===== config.mk =====
export PLATFORM = sky130hd
export DESIGN_NAME = sorted_array_priority_queue
export DESIGN_NICKNAME = d
export VERILOG_FILES = /design/src/sv/sapq_pkg.sv /design/src/sv/sapq_ctrl.sv /design/src/sv/sapq_dpath.sv /design/src/sv/sorted_array_priority_queue.sv
export SDC_FILE = /design/constraint.sdc
export NUM_CORES = 1
export LEC_CHECK = 0
export BUFFER_PORTS_ARGS = -buffer_cell sky130_fd_sc_hd__buf_4
export CORE_UTILIZATION = 31
export CTS_BUF_LIST = sky130_fd_sc_hd__clkbuf_8
export DETAILED_ROUTE_END_ITERATION = 10
export PLACE_DENSITY = 0.5
export RECOVER_POWER = 100
export SLEW_MARGIN = 20
export SYNTH_ARGS = -nofsm -noshare
export SYNTH_HDL_FRONTEND = slang
export SYNTH_SLANG_ARGS = --single-unit
export TNS_END_PERCENT = 1

===== constraint.sdc =====
create_clock -name clk_i -period 6.56 [get_ports clk_i]
set_clock_uncertainty 0.2 [all_clocks]
set_input_delay 0.656 -clock clk_i [delete_from_list [all_inputs] [get_ports clk_i]]
set_output_delay 0.656 -clock clk_i [all_outputs]
set_load 0.01 [all_outputs]

===== src/sv/sapq_pkg.sv =====
package sapq_pkg;

  // Operation codes carried in the func field
  localparam logic FUNC_INSERT = 1'b0;
  localparam logic FUNC_REMOVE = 1'b1;

  // Result status codes
  localparam logic [1:0] STATUS_DONE  = 2'd0;
  localparam logic [1:0] STATUS_FULL  = 2'd1;
  localparam logic [1:0] STATUS_EMPTY = 2'd2;

  localparam int unsigned TagW  = 32;
  localparam int unsigned PrioW = 8;
  localparam int unsigned OccW  = 4;

  // Input transaction payload
  typedef struct packed {
    logic             func;
    logic [TagW-1:0]  item_tag;
    logic [PrioW-1:0] item_priority;
  } sapq_in_t;

  // Result transaction payload
  typedef struct packed {
    logic [1:0]       status;
    logic [TagW-1:0]  out_tag;
    logic [PrioW-1:0] out_priority;
    logic [OccW-1:0]  occupancy;
  } sapq_out_t;

  // Controller to datapath command
  typedef struct packed {
    logic exec;  // apply the input transaction and capture its result
  } sapq_cmd_t;

endpackage


===== src/sv/sapq_ctrl.sv =====
module sapq_ctrl
  import sapq_pkg::*;
(
  input  logic      clk_i,
  input  logic      rst_ni,
  input  logic      in_valid_i,
  output logic      in_ready_o,
  output logic      out_valid_o,
  input  logic      out_ready_i,
  output sapq_cmd_t cmd_o
);

  typedef enum logic {
    S_IDLE,
    S_HOLD
  } state_e;

  state_e state_q, state_d;
  logic   out_valid_q, out_valid_d;

  // A new transaction may enter when no result waits or the waiting one leaves now
  assign in_ready_o  = (state_q == S_IDLE) || out_ready_i;
  assign cmd_o.exec  = in_valid_i && in_ready_o;
  assign out_valid_o = out_valid_q;

  // Next state: every executed transaction leaves one result in the output register
  always_comb begin
    state_d     = state_q;
    out_valid_d = out_valid_q;
    case (state_q)
      S_IDLE: begin
        if (cmd_o.exec) begin
          state_d     = S_HOLD;
          out_valid_d = 1'b1;
        end
      end
      S_HOLD: begin
        if (cmd_o.exec) begin
          state_d     = S_HOLD;
          out_valid_d = 1'b1;
        end else if (out_ready_i) begin
          state_d     = S_IDLE;
          out_valid_d = 1'b0;
        end
      end
      default: begin
        state_d     = S_IDLE;
        out_valid_d = 1'b0;
      end
    endcase
  end

  always_ff @(posedge clk_i or negedge rst_ni) begin
    if (!rst_ni) begin
      state_q     <= S_IDLE;
      out_valid_q <= 1'b0;
    end else begin
      state_q     <= state_d;
      out_valid_q <= out_valid_d;
    end
  end

endmodule


===== src/sv/sapq_dpath.sv =====
module sapq_dpath
  import sapq_pkg::*;
#(
  parameter int unsigned DEPTH = 8
) (
  input  logic      clk_i,
  input  logic      rst_ni,
  input  sapq_cmd_t cmd_i,
  input  sapq_in_t  in_data_i,
  output sapq_out_t out_data_o
);

  localparam int unsigned CntW = $clog2(DEPTH + 1);

  logic [TagW-1:0]  tag_q  [DEPTH];
  logic [PrioW-1:0] prio_q [DEPTH];
  logic [TagW-1:0]  tag_d  [DEPTH];
  logic [PrioW-1:0] prio_d [DEPTH];
  logic [CntW-1:0]  count_q, count_d;
  logic [DEPTH-1:0] lower;      // entry is stored and served before the new item
  logic             full, empty, do_write;
  sapq_out_t        res_q, res_d;
  logic [CntW+OccW-1:0] occ_ext;

  assign full  = (count_q == CntW'(DEPTH));
  assign empty = (count_q == '0);

  // Per-entry compare: the set of entries ahead of the new item is a prefix
  always_comb begin
    for (int i = 0; i < DEPTH; i++) begin
      lower[i] = (CntW'(i) < count_q) && (prio_q[i] < in_data_i.item_priority);
    end
  end

  // Per-entry next value: keep, take the new item, or shift by one place
  always_comb begin
    for (int i = 0; i < DEPTH; i++) begin
      tag_d[i]  = tag_q[i];
      prio_d[i] = prio_q[i];
      if (in_data_i.func == FUNC_INSERT) begin
        if (!lower[i]) begin
          if (i == 0 || lower[(i == 0) ? 0 : i - 1]) begin
            tag_d[i]  = in_data_i.item_tag;
            prio_d[i] = in_data_i.item_priority;
          end else begin
            tag_d[i]  = tag_q[(i == 0) ? 0 : i - 1];
            prio_d[i] = prio_q[(i == 0) ? 0 : i - 1];
          end
        end
      end else if (i < DEPTH - 1) begin
        tag_d[i]  = tag_q[(i < DEPTH - 1) ? i + 1 : i];
        prio_d[i] = prio_q[(i < DEPTH - 1) ? i + 1 : i];
      end
    end
  end

  // Count update and result word
  always_comb begin
    count_d             = count_q;
    do_write            = 1'b0;
    res_d.status        = STATUS_DONE;
    res_d.out_tag       = '0;
    res_d.out_priority  = '0;
    if (in_data_i.func == FUNC_INSERT) begin
      if (full) begin
        res_d.status = STATUS_FULL;
      end else begin
        count_d  = count_q + CntW'(1);
        do_write = 1'b1;
      end
    end else begin
      if (empty) begin
        res_d.status = STATUS_EMPTY;
      end else begin
        res_d.out_tag      = tag_q[0];
        res_d.out_priority = prio_q[0];
        count_d            = count_q - CntW'(1);
        do_write           = 1'b1;
      end
    end
    occ_ext         = {{OccW{1'b0}}, count_d};
    res_d.occupancy = occ_ext[OccW-1:0];
  end

  always_ff @(posedge clk_i or negedge rst_ni) begin
    if (!rst_ni) begin
      count_q <= '0;
    end else if (cmd_i.exec) begin
      count_q <= count_d;
    end
  end

  // Entry storage and result register carry no reset
  always_ff @(posedge clk_i) begin
    if (cmd_i.exec) begin
      res_q <= res_d;
      if (do_write) begin
        for (int i = 0; i < DEPTH; i++) begin
          tag_q[i]  <= tag_d[i];
          prio_q[i] <= prio_d[i];
        end
      end
    end
  end

  assign out_data_o = res_q;

endmodule


===== src/sv/sorted_array_priority_queue.sv =====
// Bounded priority queue of DEPTH entries (tag plus 8-bit priority number, smaller served
// first) held in ascending order across a row of registers. An insert transaction is placed
// ahead of every stored entry with an equal or greater number, using a parallel compare and
// shift across all entries; a remove transaction returns the head and shifts the rest forward.
// Each transaction yields one result with status (done, full, empty) and the occupancy after
// it. A transaction is applied in the cycle it is accepted and its result appears on the next
// cycle; one transaction is accepted per cycle as long as results are taken, since the output
// register is the only stage. No clearing pass is needed after reset.
module sorted_array_priority_queue
  import sapq_pkg::*;
#(
  parameter int unsigned DEPTH = 8
) (
  input  logic      clk_i,
  input  logic      rst_ni,
  input  logic      in_valid_i,
  output logic      in_ready_o,
  input  sapq_in_t  in_data_i,
  output logic      out_valid_o,
  input  logic      out_ready_i,
  output sapq_out_t out_data_o
);

  sapq_cmd_t cmd;

  sapq_ctrl u_ctrl (
    .clk_i       (clk_i),
    .rst_ni      (rst_ni),
    .in_valid_i  (in_valid_i),
    .in_ready_o  (in_ready_o),
    .out_valid_o (out_valid_o),
    .out_ready_i (out_ready_i),
    .cmd_o       (cmd)
  );

  sapq_dpath #(
    .DEPTH (DEPTH)
  ) u_dpath (
    .clk_i      (clk_i),
    .rst_ni     (rst_ni),
    .cmd_i      (cmd),
    .in_data_i  (in_data_i),
    .out_data_o (out_data_o)
  );

endmodule

# == After elaboration in Yosys (flattened, before gate mapping) ==
# Memory sizes are Yosys's and may differ from the RTL's.
# Cells that the tools add are included.
# totals
register_bits,52
ram_bits,320
inputBits,45
out_inout_bits,48
wordCells,111
n_memories,2
# op_classes
addsub,2
n_lt_le_gt_ge,16
eq_ne,3
muxes,66
n_bitwise,2
n_reduce_logical,13
# memory_table
memory,depth,word_bits,read_ports,rd_ports_with_merged_regs,write_ports,line_no,source
u_dpath.tag_q,8,32,8,0,8,sapq_dpath.sv:15,logic [TagW-1:0] tag_q [DEPTH];
u_dpath.prio_q,8,8,8,0,8,sapq_dpath.sv:16,logic [PrioW-1:0] prio_q [DEPTH];
# op_table
operator,n
$mux 32,23
$mux 8,23
$lt 8x8->1,8
$lt 3x4->1 const A,4
$mux 1,13
$mux 4,3
$logic_and 1x1->1,9
$lt 1x4->1 const A,2
$lt 2x4->1 const A,2
$add 4x1->4 const B,1
$eq 4x4->1 const B,1
$logic_not 4->1,1
$mux 2,2
$pmux 1 s2,2
$sub 4x1->4 const B,1
$ne 3x3->1 const B,1
$ne 2x2->1 const B,1
$not 1->1,2
$reduce_and 2->1,1
$reduce_or 2->1,1
$logic_or 1x1->1,1

# == Depth between registers and ports, before layout ==
# logic_depth
ltp_word,6
depth_mapped,10
mapped_depth_nobuf,7

# == By module ==
# From an unflattened synthesis, not the netlist that was laid out.
# unflattened
hier_cells,1637
area_unflattened_um2,19682.6
# by_module_without_submodules
mod,n_inst,cells_per_inst,area_each_um2,seq_area_each_um2
sapq_dpath,1,1630,19590.0,11090.6
sapq_ctrl,1,7,92.6,50.0

# == Least setup slack after synthesis ==
# Ideal clock, no wire load.
# synth_path
path_kind,input -> register
startpoint,input port in_data_i[2] in the netlist's numbering
endpoint,"memory u_dpath.prio_q[5][2] (netlist: u_dpath.prio_q[1][10]), enable pin"
setup_ns,0.499
arrival_ns,4.821
required_ns,5.861
slack_ns,1.040
stages,8
n_path_buf,2
cell_sequence,inv_1 ha_1 a211o_1 a31oi_1 o311a_1 buf_2 buf_6 a21boi_0
# synth_rtl
item,line_no,source
from (decl),sorted_array_priority_queue.sv:18,"input sapq_in_t in_data_i,"
to (decl),sapq_dpath.sv:16,

==> impl_results.md <==
* Initial DRC Count at 750
* Synth Warn # at 0
* Full die area at approximately 62000 um2
* Synth top area share at around 58%
* Commonest non-fill, non-tap cell in the layout: edfxtp_1
* Routability cong. at 0.7638
* Wire per inst at roughly 20 um
* M3 GR Usage at 2.868%
* Synth Area in XOR/XNOR at 0.1384%
* Max Cap Viol at 13
* Setup crit end kind: register
* Post-synthesis adder-cell area fraction at 3.888%
* Internal power at 5.335 mW
* Initial antenna violation count at 2
* Number of remaining DRC errors at 0
* Grt peak-use layer: met2
* Via Count at ~12k
* Arrival time worst endpoint at approximately 5.0 ns
* Most frequent cells in the layout: edfxtp_1 (366), mux2i_1 (241), nand2_1 (179), o21ai_0 (178), nor2_1 (97)
* Min-Delay Path Class: in2reg
* Largest family of logic cells by synthesized area: multiplexers
* Via density at 4.980
* Post-CTS sizing at 0
* Clock slew at reported path FFs at 0.05 ns
* Skew-Pair Late Insertion Delay at 0.63 ns
* Netlist cell types at 46
* Starting Density at 31.40%
* Non-filler cells, final at 2442
* Tot GR Track Use at 15.45%
* CTS sink count at 372
* Placed instance count at between 2k and 2.5k
* Share of layout cells above drive strength 1 at between 10% and 20%
* Synthesized instance count at 1524
* Net Switching at 2.701 mW
* IO Pins at 93
* Setup tns final at 0 ns
* CTS H-tree lvls at 3
* Seq/Total Area, Yosys at 58.68%
* Post-synth EDFFs at 366
* Complex-gate fraction of the synthesized area at about 9.0%
* PD cells at 375.3 nW/um2
* Max Fclk at 203.2 MHz
* Clock Root Buffer: clkbuf_8
* Synth-to-layout area growth at 12.79%
* Number of global-route vias before repair at 12.47k
* Fillers at 5968
* WP data required at 6.60 ns
* End-of-flow core utilization at 35.41%
* RSZ-0062 raised after global routing: no
* Area contributors post-synth: edfxtp_1 (58%), mux2i_1 (13%), ha_1 (3.9%)
* CP startpoint kind: input pin
* Placed inst area at a little over 20000 um2
* Worst-path fanout max at 31
* Nets at around 1.7k
* Post-CTS Setup Inserts at 0
* 1st-pass router iterations at 4
* Power share of the clock group at about a quarter
* Synth Net Count at 1628
* Met2 Track Usage GR at 24.00%
* Switching Share at 33.61%
* Total grt overflow at 0
* Syn Area/Cell at 12.46 um2
* Tmin final at roughly 4.9 ns
* Cell Area, Synth at about 19000 um2
* Largest net degree at the start of global routing at 114
* Total Wirelength at 48150 um
* Design Power at 8.036 mW
* Std-Cell Rows at 90
* Top FF cell, synth: edfxtp_1
* Synth async-reset ratio at 1.613%
* CTS Buf Count at 71
* Final instance area at 21410 um2
* Die Span Y at 249.5 um
* Mux share of post-synthesis cell area at 17.21%
* CTS tree: yes
* Hpwl dp at 28560 um
* Yosys reg bits at roughly 370
* Logic pwr share at 30.4%
* Met1 GRT Util at 21.71%
* Final setup viols at 0
* Fraction of power consumed by sequential logic at 44.2%
* Setup CP Type: in2reg
* Cell taking the most area after synthesis: edfxtp_1
* Max VDD drop at 0.0002145 V
* Total core area at 60470 um2
* DRT antenna net count at 0
* Global-route wire length before repair at 74830 um
* Worst-margin pin slew at 3.681 ns
* Tcrit/Tclk final at 75.03%
* Failing checks: capacitance limit, slew limit
* Outcome: complete, but fails checks
* Final Hold Fails at 0
* Max Slew Vio Count at between 500 and 600
* IO buf count at 92
* Die Wd at 249.5 um
* LEAKAGE at slightly below 8 nW
* CTS Buffer Depth at 3
* Max_slew headroom at -145.4%
* Post-Synth Simple-Gate Area at between 7 and 8%
-- per-layer routing --
| metal | up-vias | routed length, um | share of wire [%] |
|---|---|---|---|
| met5 | - | 10 | 0.021 |
| met4 | 2 | 819 | 1.7 |
| met3 | 65 | 2121 | 4.4 |
| met2 | 244 | 21590 | 45 |
| met1 | 5993 | 23610 | 49 |
| li1 | 5858 | - | - |
-- repair_timing --
item	CTS	global route
setup endpoints to repair	0	0
hold buffers	1	0
endpoints found under the hold margin	6	0
-- final timing paths --
check                                        endpoint  slack (ns)          startpoint  cells after the start
worst min-delay path                   u_ctrl.state_q        0.06          in_valid_i                      2
min in group asynchronous              u_ctrl.state_q        0.26              rst_ni                      2
worst max register to register  u_dpath.prio_q[1][25]        1.67  u_dpath.count_q[1]                      7
max in group asynchronous          u_dpath.count_q[0]        5.63              rst_ni                      2
worst max-delay path             u_dpath.tag_q[1][62]        1.64        in_data_i[2]                      8
worst min register to register     u_ctrl.out_valid_o        0.26      u_ctrl.state_q                      1
-- critical path, stage by stage --
cell and delay, ns:
clkbuf_1 0.27, inv_1 0.26, ha_1 0.37, a211o_1 0.12, a31oi_1 0.07, o311a_1 0.81, a21boi_0 1.67, buf_4 0.69
-- registers in the layout (all words and copies together) (netlist names) --
signal              flops
u_dpath.tag_q         256
u_dpath.prio_q         64
u_dpath.out_data_o     46
u_dpath.count_q         4
u_ctrl.out_valid_o      1
u_ctrl.state_q          1
-- stage by stage --
step | setup slack, ns | hold WS (ns)
after floorplan | 1.040 | 0.1604
after global placement | 2.514 | 0.2304
after detailed placement | 2.413 | 0.2520
after CTS | 2.729 | 0.004399
after global routing | 1.367 | 0.04491
final | 1.638 | 0.05907
-- logic make-up (layout without fill, tap and decap cells) --
kind of cell / Yosys count / count (layout)
adder cells (fa/ha/maj): 59 / 59
multiplexers: 317 / 317
flip-flops: 372 / 372
AO/OA/AOI/OAI: 310 / 310
XOR/XNOR: 3 / 3
other: 0 / 1
AND/OR/NAND/NOR: 351 / 351
buffers and inverters: 112 / 247
-- synth_stat cells (2+ instances only) --
library cell	number
o21ai_0	120
xnor2_1	3
a21o_1	3
dfrtp_1	6
nand3_1	3
a21oi_1	92
nand4_1	4
nand2_1	179
a31oi_1	3
nand2b_1	6
a41oi_2	3
buf_4	13
and2_1	41
nor2b_1	6
a21boi_0	5
a211o_1	2
o21ai_1	60
mux2_2	37
ha_1	59
or3_1	2
nor3b_1	3
nor3_1	4
o21a_1	4
nor2_1	98
a211oi_1	9
clkbuf_1	58
buf_2	8
o221ai_1	2
edfxtp_1	366
buf_6	16
mux2i_1	241
buf_1	3
inv_1	13
mux2_1	39
o211ai_1	2
-- power by group through the flow --
stage | Combinational, mW | Clock (mW) | Sequential (mW)
floorplan | 1.85 | 0 | 3.51
global placement | 2.48 | 0 | 3.58
detailed placement | 2.53 | 0 | 3.58
CTS | 2.53 | 2.12 | 3.54
global route | 2.69 | 2.21 | 3.60
finish | 2.45 | 2.04 | 3.55
-- cell type report --
cell class / instances / area [um2] / area share, %
flip-flops and latches: 372 / 11140 / 52.02
multi-input cells: 1040 / 7333 / 34.24
clock buffers: 75 / 1032 / 4.820
well taps: 782 / 978.4 / 4.569
repair buffers: 116 / 696.9 / 3.254
clock inverters: 42 / 172.7 / 0.8063
inverters: 14 / 57.56 / 0.2688
diodes: 1 / 2.502 / 0.01169
Note: power is estimated with default switching activity, not from simulation.
